--- src/hw/rtl/bpa_pkg.sv ---
// Shared types and constants for the buffer pool allocator.
`default_nettype none

package bpa_pkg;

	localparam int BPA_BUFFER_COUNT = 4;
	localparam int BPA_BUFFER_MAX   = 64;
	localparam int BPA_INDEX_W      = 6;
	localparam int BPA_COUNT_W      = 7;

	typedef enum logic [2:0] {
		ST_OK        = 3'd0,
		ST_EXHAUSTED = 3'd1,
		ST_DISABLED  = 3'd2,
		ST_WAS_FREE  = 3'd3,
		ST_UNKNOWN   = 3'd4
	} bpa_status_t;

	typedef enum logic {
		REQ_ALLOC = 1'b0,
		REQ_FREE  = 1'b1
	} bpa_req_t;

	// Outcome of the lowest-free-buffer search.
	typedef struct packed {
		logic                   found;
		logic [BPA_INDEX_W-1:0] index;
	} bpa_pick_t;

endpackage

`default_nettype wire

--- src/hw/rtl/bpa_pick.sv ---
// Priority encoder that finds the lowest-numbered free buffer.
`default_nettype none

module bpa_pick
	import bpa_pkg::*;
#(
	parameter int BUFFER_COUNT = BPA_BUFFER_COUNT
) (
	input  wire logic [BUFFER_COUNT-1:0] flags,
	output bpa_pick_t                    pick
);

	// Scan from the top down so the lowest free index wins.
	always_comb begin
		pick.found = 1'b0;
		pick.index = '0;
		for (int i = BUFFER_COUNT - 1; i >= 0; i--) begin
			if (!flags[i]) begin
				pick.found = 1'b1;
				pick.index = BPA_INDEX_W'(i);
			end
		end
	end

endmodule

`default_nettype wire

--- src/hw/rtl/buffer_pool_allocator_top.sv ---
// Top level of the bitmap buffer pool allocator.
//
// Each request (start high while busy is low) is captured in an input register
// and resolved in the next cycle against the in-use flags; its result is
// captured in the result register and appears on the result ports with
// done high for exactly one cycle. The receiver cannot stall, so busy stays
// low and a new request may be issued every cycle: throughput is one request
// per cycle, set by the single stage between the input register and the
// result register. Allocate grants the lowest free buffer; free clears the
// given flag. Writing pool_enable from 0 to 1 clears every flag, the in-use
// count and the peak; write the register only while no request is in flight.
`default_nettype none

module buffer_pool_allocator_top
	import bpa_pkg::*;
#(
	parameter int BUFFER_COUNT = BPA_BUFFER_COUNT
) (
	input  wire logic                   clk,
	input  wire logic                   arst_n,
	// request channel
	input  wire logic                   start,
	output logic                        busy,
	input  wire logic                   req_type,
	input  wire logic [BPA_INDEX_W-1:0] buffer_index,
	// configuration write channel (pool_enable)
	input  wire logic                   cfg_valid,
	output logic                        cfg_ready,
	input  wire logic                   cfg_data,
	// result channel
	output logic                        done,
	output logic [2:0]                  status,
	output logic [BPA_INDEX_W-1:0]      granted_index,
	output logic [BPA_COUNT_W-1:0]      total_count,
	output logic [BPA_COUNT_W-1:0]      in_use_count,
	output logic [BPA_COUNT_W-1:0]      peak_count
);

	localparam logic [BPA_COUNT_W-1:0] PoolSize = BPA_COUNT_W'(BUFFER_COUNT);

	// Input register stage.
	logic                   start_s1;
	logic                   req_type_s1;
	logic [BPA_INDEX_W-1:0] buffer_index_s1;

	// Pool state.
	logic                    enable_q;
	logic [BUFFER_COUNT-1:0] flags_q;
	logic [BPA_COUNT_W-1:0]  used_q;
	logic [BPA_COUNT_W-1:0]  peak_q;

	// Result register.
	logic                   done_q;
	logic [2:0]             status_q;
	logic [BPA_INDEX_W-1:0] granted_q;
	logic [BPA_COUNT_W-1:0] total_q;
	logic [BPA_COUNT_W-1:0] used_out_q;
	logic [BPA_COUNT_W-1:0] peak_out_q;

	// Resolve logic.
	bpa_pick_t               pick;
	logic [BUFFER_COUNT-1:0] hit;
	logic                    idx_known;
	logic                    idx_busy;
	logic                    do_grant;
	logic                    do_release;
	logic [BUFFER_COUNT-1:0] flags_d;
	logic [BPA_COUNT_W-1:0]  used_d;
	logic [BPA_COUNT_W-1:0]  peak_d;
	bpa_status_t             status_d;
	logic                    cfg_write;

	assign busy      = 1'b0;
	assign cfg_ready = 1'b1;
	assign cfg_write = cfg_valid & cfg_ready;

	bpa_pick #(
		.BUFFER_COUNT(BUFFER_COUNT)
	) u_pick (
		.flags(flags_q),
		.pick (pick)
	);

	// Decode the free index to a one-hot select over the pool.
	always_comb begin
		for (int i = 0; i < BUFFER_COUNT; i++) begin
			hit[i] = (buffer_index_s1 == BPA_INDEX_W'(i));
		end
	end

	assign idx_known = ({1'b0, buffer_index_s1} < PoolSize);
	assign idx_busy  = |(flags_q & hit);

	always_comb begin
		do_grant   = 1'b0;
		do_release = 1'b0;
		status_d   = ST_OK;
		if (!enable_q) begin
			status_d = ST_DISABLED;
		end else if (req_type_s1 == REQ_ALLOC) begin
			do_grant = pick.found;
			status_d = pick.found ? ST_OK : ST_EXHAUSTED;
		end else if (!idx_known) begin
			status_d = ST_UNKNOWN;
		end else begin
			do_release = idx_busy;
			status_d   = idx_busy ? ST_OK : ST_WAS_FREE;
		end
	end

	// Next flags and counters; the count tracks the flags incrementally.
	always_comb begin
		flags_d = flags_q;
		used_d  = used_q;
		peak_d  = peak_q;
		if (do_grant) begin
			for (int i = 0; i < BUFFER_COUNT; i++) begin
				if (pick.index == BPA_INDEX_W'(i)) begin
					flags_d[i] = 1'b1;
				end
			end
			used_d = used_q + BPA_COUNT_W'(1);
			if (used_d > peak_q) begin
				peak_d = used_d;
			end
		end else if (do_release) begin
			flags_d = flags_q & ~hit;
			used_d  = used_q - BPA_COUNT_W'(1);
		end
	end

	// Capture the request.
	always_ff @(posedge clk or negedge arst_n) begin
		if (!arst_n) begin
			start_s1 <= 1'b0;
		end else begin
			start_s1 <= start & ~busy;
		end
	end

	always_ff @(posedge clk) begin
		if (start && !busy) begin
			req_type_s1     <= req_type;
			buffer_index_s1 <= buffer_index;
		end
	end

	// Pool state: enable on a rising write clears the pool, requests update it.
	always_ff @(posedge clk or negedge arst_n) begin
		if (!arst_n) begin
			enable_q <= 1'b0;
			flags_q  <= '0;
			used_q   <= '0;
			peak_q   <= '0;
		end else if (cfg_write) begin
			enable_q <= cfg_data;
			if (cfg_data && !enable_q) begin
				flags_q <= '0;
				used_q  <= '0;
				peak_q  <= '0;
			end
		end else if (start_s1) begin
			flags_q <= flags_d;
			used_q  <= used_d;
			peak_q  <= peak_d;
		end
	end

	// Result strobe.
	always_ff @(posedge clk or negedge arst_n) begin
		if (!arst_n) begin
			done_q <= 1'b0;
		end else begin
			done_q <= start_s1;
		end
	end

	// Result payload; while disabled every count reads as zero.
	always_ff @(posedge clk) begin
		if (start_s1) begin
			status_q   <= status_d;
			granted_q  <= do_grant ? pick.index : '0;
			total_q    <= enable_q ? PoolSize : '0;
			used_out_q <= enable_q ? used_d : '0;
			peak_out_q <= enable_q ? peak_d : '0;
		end
	end

	assign done          = done_q;
	assign status        = status_q;
	assign granted_index = granted_q;
	assign total_count   = total_q;
	assign in_use_count  = used_out_q;
	assign peak_count    = peak_out_q;

endmodule

`default_nettype wire
--- config.mk ---
export PLATFORM = sky130hd
export DESIGN_NAME = buffer_pool_allocator_top
export DESIGN_NICKNAME = d
export VERILOG_FILES = /design/src/hw/rtl/bpa_pkg.sv /design/src/hw/rtl/bpa_pick.sv /design/src/hw/rtl/buffer_pool_allocator_top.sv
export SDC_FILE = /design/constraint.sdc
export NUM_CORES = 1
export LEC_CHECK = 0
export BUFFER_PORTS_ARGS = -buffer_cell sky130_fd_sc_hd__buf_2
export CAP_MARGIN = 25
export CORE_MARGIN = 8
export CORE_UTILIZATION = 29
export CTS_BUF_LIST = sky130_fd_sc_hd__clkbuf_8
export CTS_CLUSTER_DIAMETER = 150
export DETAILED_ROUTE_END_ITERATION = 7
export PLACE_DENSITY = 0.49
export SYNTH_ARGS = -nofsm -noshare
export SYNTH_HDL_FRONTEND = slang
export SYNTH_HIERARCHICAL = 1
export SYNTH_SLANG_ARGS = --single-unit
--- constraint.sdc ---
create_clock -name clk -period 4 [get_ports clk]
set_clock_uncertainty 0.2 [all_clocks]
set_input_delay 1.2 -clock clk [delete_from_list [all_inputs] [get_ports clk]]
set_output_delay 1.2 -clock clk [all_outputs]
set_load 0.02 [all_outputs]
# Word-level counts from Yosys, hierarchy flattened
# Cells that the tools add are included.
# totals
regBits,58
latchBits,0
ramBits,0
rom_bits,0
input_bits,12
word_cells,78
mem_count,0
# classes
addsub,2
n_mul,0
n_div,0
n_lt_le_gt_ge,2
eq_ne,11
shifts,0
mux,32
bitwise,3
n_reduce_logical,12
# ops
operator,n
2-to-1 mux 7 bit,13
"equality test 6 x 2 -> 1 bit, second input constant",4
2-to-1 mux 4 bit,5
AND reduction 4 bit,4
"equality test 6 x 1 -> 1 bit, second input constant",2
logical NOT 6 bit,2
"inequality test 3 x 2 -> 1 bit, second input constant",4
2-to-1 mux 1 bit,10
2-to-1 mux 3 bit,3
AND 4 bit,2
"adder 7 x 1 -> 7 bit, second input constant",1
> comparator 7 bit,1
"subtractor 7 x 1 -> 7 bit, second input constant",1
"< comparator 6 x 3 -> 1 bit, second input constant",1
inverter 4 bit,1
OR reduction 4 bit,1
nonzero test 3 bit,1
2-to-1 mux 2 bit,1
"inequality test 2 x 1 -> 1 bit, second input constant",1
AND reduction 2 bit,1
nonzero test 2 bit,1
logical AND 1 bit,1
logical NOT 1 bit,1

# Logic depth before layout (Yosys ltp)
# Gate-level depths: netlist of the first run.
# logic_depth
depth_word,10
depth_mapped,11
mapped_depth_nobuf,10

# Hierarchy
# The synthesis of the first run kept the hierarchy.
# modules_own_cells
mod,n_inst,cells_per_inst,area_per_inst_um2,seq_area_each_um2
buffer_pool_allocator_top,1,248,2765.2,1456.4
bpa_pick,1,10,62.6,0.0

# Worst setup path before layout of the first run
# Ideal clock, no wire load.
# synth_timing
path_type,reg-to-reg
start,register used_q[0]
end,"register peak_out_q[0] (netlist: peak_count[0]), data pin"
setup_ns,0.276
arrival_time_ns,2.466
t_required_ns,3.524
slack_ns,1.057
path_stages_with_launch,11
n_path_buf,0
synth_period_minus_slack_ns,2.943
cell_sequence,dfrtp_1 > ha_1 > nand3_1 > nor2_1 > xnor2_1 > ha_1 > nand4_1 > a21oi_1 > a2111oi_2 > nor3_2 > mux2i_1
# synth_via
elab_chain_len,4
# synth_lines
item,line,rtl
"start, declared",buffer_pool_allocator_top.sv:49,logic [BPA_COUNT_W-1:0] used_q;
"start signal, assigned",buffer_pool_allocator_top.sv:164,used_q <= used_d;
adder 7 x 1 -> 7 bit (*),buffer_pool_allocator_top.sv:122,used_d = used_q + BPA_COUNT_W'(1);
> comparator 7 bit,buffer_pool_allocator_top.sv:123,if (used_d > peak_q) begin
2-to-1 mux 7 bit (*),buffer_pool_allocator_top.sv:123,
2-to-1 mux 7 bit (*),buffer_pool_allocator_top.sv:116,if (do_grant) begin
"end signal, assigned",buffer_pool_allocator_top.sv:185,peak_out_q <= enable_q ? peak_d : '0;
"end, declared",buffer_pool_allocator_top.sv:58,logic [BPA_COUNT_W-1:0] peak_out_q;
# Mark *: on every way between the ends. The rest lies on a longest branch, timed or not.
# A chain may end at the register's enable or synchronous reset.

# Worst setup path in the final report of the first run
# layout_timing
start,register used_q[0]
end,"register peak_out_q[4] (netlist: peak_count[4]), data pin"
# The elaborated chain is that of the path after synthesis.

==> impl_metrics.yaml, run 1 <==
sta:
  finalCritPeriodShare_pct: 83.86
  relSlewSlack_pct: 49.86
  setup_viol: 0
  layout_min_cycle_time_ps: 3354
  slew_violations: 0
  hold_viol: 0
  rsz0062_at_grt: "no"
  fin_setup_tns_ps: 0
  max_freq_mhz: 298.1
  worstMarginPinSlew_ps: 748.1
critical_path:
  worstPathRequired_ps: 3840
  r2r_slack_ps: 650
  cp_top_family: "compound AO/OA/AOI/OAI gates"
  crit_fanout: 10
  cp-startpoint: "used_q[0]"
  slowest_stage: "a2111oi_2"
  crit_buf_inv: 0
  critPathLaunchType: "flip-flop"
  path_class: "flip-flop to flip-flop"
  rr_worst_depth: 10
  cp-end-kind: "flip-flop"
  max_stage_delay_ps: 630
  crit_chain: "ha_1 -> nand3_1 -> nor2_1 -> xnor2_1 -> ha_1 -> nand4_1 -> a21oi_1 -> a2111oi_2 -> nor3_2 -> mux2i_1"
  path_common_cell: "ha_1"
  timing.rr.end: "peak_count[4]"
  crit_end: "peak_count[4]"
  r2r_start: "used_q[0]"
  cp_num_cells: 10
  cp.arrival_ps: 3190
clocking:
  cts.path.max_buffers: 2
  cts.sinks: 52
  htreeDepth: 2
  numCtsBuffers: 5
  clk_pin_slew_worst_paths_ps: 110
  cts_resized: 0
  cts_setup_buffers: 0
  ctsRootBufferMaster: "clkbuf_8"
  clock_latency_ps: 310
  cts_hold_buf: 0
  cts_tree: "done"
route:
  antenna_left: 0
  route.detailed.drc: 0
  drtIter0Drc: 84
  first_pass_iters: 4
  routedWlPerCell_microns: 14.57
  routed_via_density: 4.451
  vias: 1896
  routed_wl_mm: 6.208
grt:
  grt_pass1_vias: 1938
  grt_max_degree: 28
  grt_pass1_wl_mm: 9.887
  grt_usage_pct: 9.553
  gr-total-overflow: 0
  antenna_found_initial: 0
floorplan:
  die_w_microns: 114.7
  row_count: 36
  die_y_microns: 114.7
  io_pins: 45
  dieArea_sq_mm: 0.01317
  start_util_pct: 29.34
  core_sq_mm: 0.009639
synthesis:
  synthFlopType: "edfxtp_1"
  synth_edf_count: 31
  syn_area_sq_mm: 0.002828
  ys_seq_area_share_pct: 51.50
  ys_seq_elements: 52
  synth.top_cell.area_share_pct: 32.92
  synthDistinctLibCells: 50
  synth.avg_cell_area_sq_um: 10.96
  yosysTopAreaCell: "edfxtp_1"
  async_flop_share_pct: 40.38
  netlist_instances: 258
  yosys_warnings: 6
  synth.area.top_cells: "edfxtp_1, dfrtp_1, ha_1"
finish:
  final_common_cell: "buf_2"
  fillers: 1014
  syn_to_final_growth_pct: 13.01
  final_cell_mix: "buf_2, edfxtp_1, nand2_1, dfrtp_1, inv_1"
  antennaDiodeCount: 0
  nNetsFinal: 314
  drive_gt1_share_pct: 20.48
flow_run:
  cap_violations: 0
pwr:
  irDropWorstVdd_mv: 0.1551
  p_leak_uw: 0.001333
  power.total_uw: 1307
  power_density_mw_per_mm2: 409.2
place:
  portBuffers: 36
  dp_hpwl_mm: 4.469
  gp_congestion: 0.8078
outcome:
  outcome: "finished, final reports clean"
hold_path:
  hold_class: "flip-flop to flip-flop"
[worst min-delay path by stage]
stage,startpoint,endpoint,depth (start not counted)
5_1_grt,peak_q[2],peak_q[2],2
6_report,peak_q[5],peak_q[5],2
3_3_place_gp,peak_q[5],peak_q[5],2
3_5_place_dp,peak_q[2],peak_q[2],2
4_1_cts,peak_q[5],peak_q[5],2
2_1_floorplan,peak_q[1],peak_q[1],2
[cells by family after synthesis]
family | synth area share (%)
flops | 51.50
fa+ha+maj | 4.425
mux | 5.443
simple gates | 16.59
buf+inv | 8.495
xor+xnor | 3.407
other cells | 0.3982
compound gates | 9.735
[synthesized netlist by cell type (all sizes together), types with 2 or more instances]
cell / count
edfxtp: 31
nand2: 27
dfrtp: 21
inv: 18
nor2: 17
buf: 13
mux2i: 12
o21ai: 12
a21oi: 10
ha: 10
nand3: 9
xnor2: 9
and2: 8
clkbuf: 8
a31oi: 5
nor3: 4
conb: 3
nand2b: 3
nand3b: 3
nand4: 3
o22ai: 3
o31ai: 3
a22o: 2
nor2b: 2
nor3b: 2
nor4: 2
or3: 2
xor2: 2
[per-layer routing]
| layer | up-vias | share of wire, % | track usage, % |
|---|---|---|---|
| met5 | - | 0 | 0 |
| met4 | 0 | 1.6 | 3.590 |
| met3 | 7 | 5.2 | 2.521 |
| met2 | 40 | 45 | 15.37 |
| met1 | 897 | 48 | 12.04 |
| li1 | 952 | - | - |
[per-stage QoR]
| step | instance area, sq um | util (%) | setup WS (ps) | cells | hold slack [ps] |
|---|---|---|---|---|---|
| finish | 3196 | 33.15 | 645.6 | 426 | 352.8 |
| global route | 3196 | 33.15 | 444.6 | 426 | 387.8 |
| CTS | 3196 | 33.15 | 654.3 | 426 | 354.2 |
| detailed placement | 3058 | 31.72 | 718.9 | 418 | 337.4 |
| global placement | 3058 | 31.72 | 802.5 | 418 | 337.1 |
| floorplan | 2861 | - | 1057 | 267 | 316.6 |
[sequential cells by signal, indices dropped and copies added (netlist names)]
name,cells
done,1
in_use_count,7
enable_q,1
peak_q,7
used_q,7
peak_count,7
total_count,1
start_s1,1
buffer_index_s1,6
status,3
req_type_s1,1
granted_index,6
flags_q,4
[cell type report]
| type | count | area [sq um] | share of cell area, % |
|---|---|---|---|
| sequential | 52 | 1456 | 45.58 |
| multi-input combinational | 176 | 1165 | 36.45 |
| timing repair buffer | 39 | 202.7 | 6.343 |
| tap | 133 | 166.4 | 5.208 |
| clock buffer | 5 | 68.82 | 2.153 |
| clock inverter | 3 | 68.82 | 2.153 |
| inverter | 18 | 67.56 | 2.114 |
[worst register-to-register path, delay by kind of cell, from the launching register on]
kind	cells	cell delay, ps
AOI/OAI and AO/OA	2	690
xor gates and xnor gates	1	320
adders and majority gates	2	600
DFF	1	520
muxes	1	180
and+or+nand+nor	4	580
[report_power, final]
part	switching [uW]	total [uW]	internal, uW	leakage, uW
Sequential	31.5	639	608	0.000600
Combinational	145	231	85.5	0.000665
Clock	185	437	252	0.0000687
Total	362	1310	945	0.00133
No activity file was read; power rests on OpenSTA's default activity.
==> run 2, diff against run 1 <==
Settings changed: PLACE_DENSITY 0.49 to 0.51.
Clock period 4 ns to 3 ns, I/O delays scaled along.
==> impl_metrics.yaml, run 2 (same netlist as run 1, synthesis figures left out) <==
outcome:
  outcome: "finished, final reports clean"
critical_path:
  r2r_start: "used_q[0]"
  max_stage_delay_ps: 470
  crit_fanout: 7
  crit_buf_inv: 3
  cp_top_family: "compound AO/OA/AOI/OAI gates"
  crit_chain: "ha_1 -> nand3_2 -> xor2_2 -> inv_1 -> ha_1 -> a21oi_1 -> nor2_1 -> a2111oi_2 -> buf_4 -> nor3_2 -> buf_4 -> mux2i_1"
  path_class: "flip-flop to flip-flop"
  cp-end-kind: "flip-flop"
  worstPathRequired_ps: 2980
  slowest_stage: "dfrtp_2"
  cp-startpoint: "used_q[0]"
  critPathLaunchType: "flip-flop"
  cp.arrival_ps: 2780
sta:
  rsz0062_at_grt: "no"
  finalCritPeriodShare_pct: 93.62
  layout_min_cycle_time_ps: 2809
  hold_viol: 0
  setup_viol: 0
  slew_violations: 0
  max_freq_mhz: 356.0
  fin_setup_tns_ps: 0
  relSlewSlack_pct: 64.76
  worstMarginPinSlew_ps: 528.6
clocking:
  cts_setup_buffers: 0
  cts_hold_buf: 0
  numCtsBuffers: 5
  cts_tree: "done"
  clock_latency_ps: 300
  cts.sinks: 52
  clk_pin_slew_worst_paths_ps: 100
  ctsRootBufferMaster: "clkbuf_8"
  htreeDepth: 2
  cts.path.max_buffers: 2
pwr:
  pwr-share-seq_pct: 50.2
  power_density_mw_per_mm2: 510.5
  irDropWorstVdd_mv: 0.2103
  power.total_uw: 1686
  p_sw_uw: 484.3
  p_int_uw: 1202
  swShare_pct: 28.72
  p_leak_uw: 0.001395
  pwr-share-clk_pct: 28.9
  comb_power_share_pct: 21.0
grt:
  antenna_found_initial: 0
  grt_pass1_wl_mm: 10.08
  grt_usage_pct: 9.764
  grt_max_degree: 22
  gr-total-overflow: 0
  grt_pass1_vias: 1949
floorplan:
  die_w_microns: 114.7
  dieArea_sq_mm: 0.01317
  row_count: 36
  core_sq_mm: 0.009639
  io_pins: 45
  die_y_microns: 114.7
  start_util_pct: 29.34
route:
  routed_wl_mm: 6.294
  drtIter0Drc: 117
  routed_via_density: 4.595
  first_pass_iters: 4
  vias: 2022
  route.detailed.drc: 0
  antenna_left: 0
  routedWlPerCell_microns: 14.30
place:
  dp_hpwl_mm: 4.647
  portBuffers: 36
  gp_congestion: 0.7728
  dp.cells: 432
finish:
  final_cell_mix: "buf_2, edfxtp_1, nand2_1, dfrtp_1, inv_1"
  nNetsFinal: 328
  final_common_cell: "buf_2"
  drive_gt1_share_pct: 25.73
  syn_to_final_growth_pct: 16.81
  fillers: 995
  final-instance-count-excl-fill: 440
  antennaDiodeCount: 0
hold_path:
  hold_class: "input pin to async pin"
flow_run:
  cap_violations: 0
## run 2: worst register-to-register path: stages, from the launching register on
cell,delay [ps]
dfrtp_2,470
ha_1,230
nand3_2,120
xor2_2,190
inv_1,60
ha_1,280
a21oi_1,150
nor2_1,70
a2111oi_2,370
buf_4,200
nor3_2,40
buf_4,170
mux2i_1,130
## run 2: what timing repair did
| action | CTS | global route |
|---|---|---|
| gates cloned | 0 | 0 |
| resized for setup | 2 | 4 |
| setup endpoints to repair | 13 | 14 |
| pin swaps | 0 | 2 |
| hold endpoints to repair | 0 | 0 |
## run 2: area by class of cell
class / count / area (sq um) / share of cell area, %
timing repair buffer: 53 / 307.8 / 9.318
clock buffer: 5 / 68.82 / 2.083
multi-input combinational: 176 / 1192 / 36.10
sequential: 52 / 1458 / 44.13
inverter: 18 / 67.56 / 2.045
tap: 133 / 166.4 / 5.038
clock inverter: 3 / 42.54 / 1.288
## run 2: final timing paths
kind	end	slack, ps	cells after the start
min in group clk	peak_q[0]	360	2
worst min-delay path	flags_q[0]	360	1
worst max register to register	peak_q[3]	190	12
max in group asynchronous	used_q[0]	1860	1
worst max-delay path	peak_q[3]	190	12
worst min register to register	peak_q[0]	360	2
## run 2: through the flow
step           setup slack (ps)  utilization [%]  cell area [sq um]  hold slack [ps]
6_report                  191.3            34.27               3303            360.8
5_1_grt                   6.681            34.27               3303            381.9
4_1_cts                   20.16            34.06               3283            365.1
3_5_place_dp              15.03            32.81               3163            351.0
3_3_place_gp              95.53            32.81               3163            333.0
2_1_floorplan             57.36                -               2861            316.6
## run 2: layer usage
| layer | GRT usage [%] | wire (microns) | vias to the layer above |
|---|---|---|---|
| li1 | - | - | 979 |
| met1 | 12.58 | 2916 | 976 |
| met2 | 15.56 | 2947 | 58 |
| met3 | 2.101 | 305 | 9 |
| met4 | 4.028 | 125 | 0 |
| met5 | 0 | 0 | - |
## run 2: power groups by stage
stage                     sequential, uW  clock (uW)  combinational (uW)
after detailed placement             859           0                 355
after global placement               857           0                 355
after CTS                            845         511                 360
final                                846         487                 353
after global routing                 853         533                 391
after floorplan                      889           0                 210
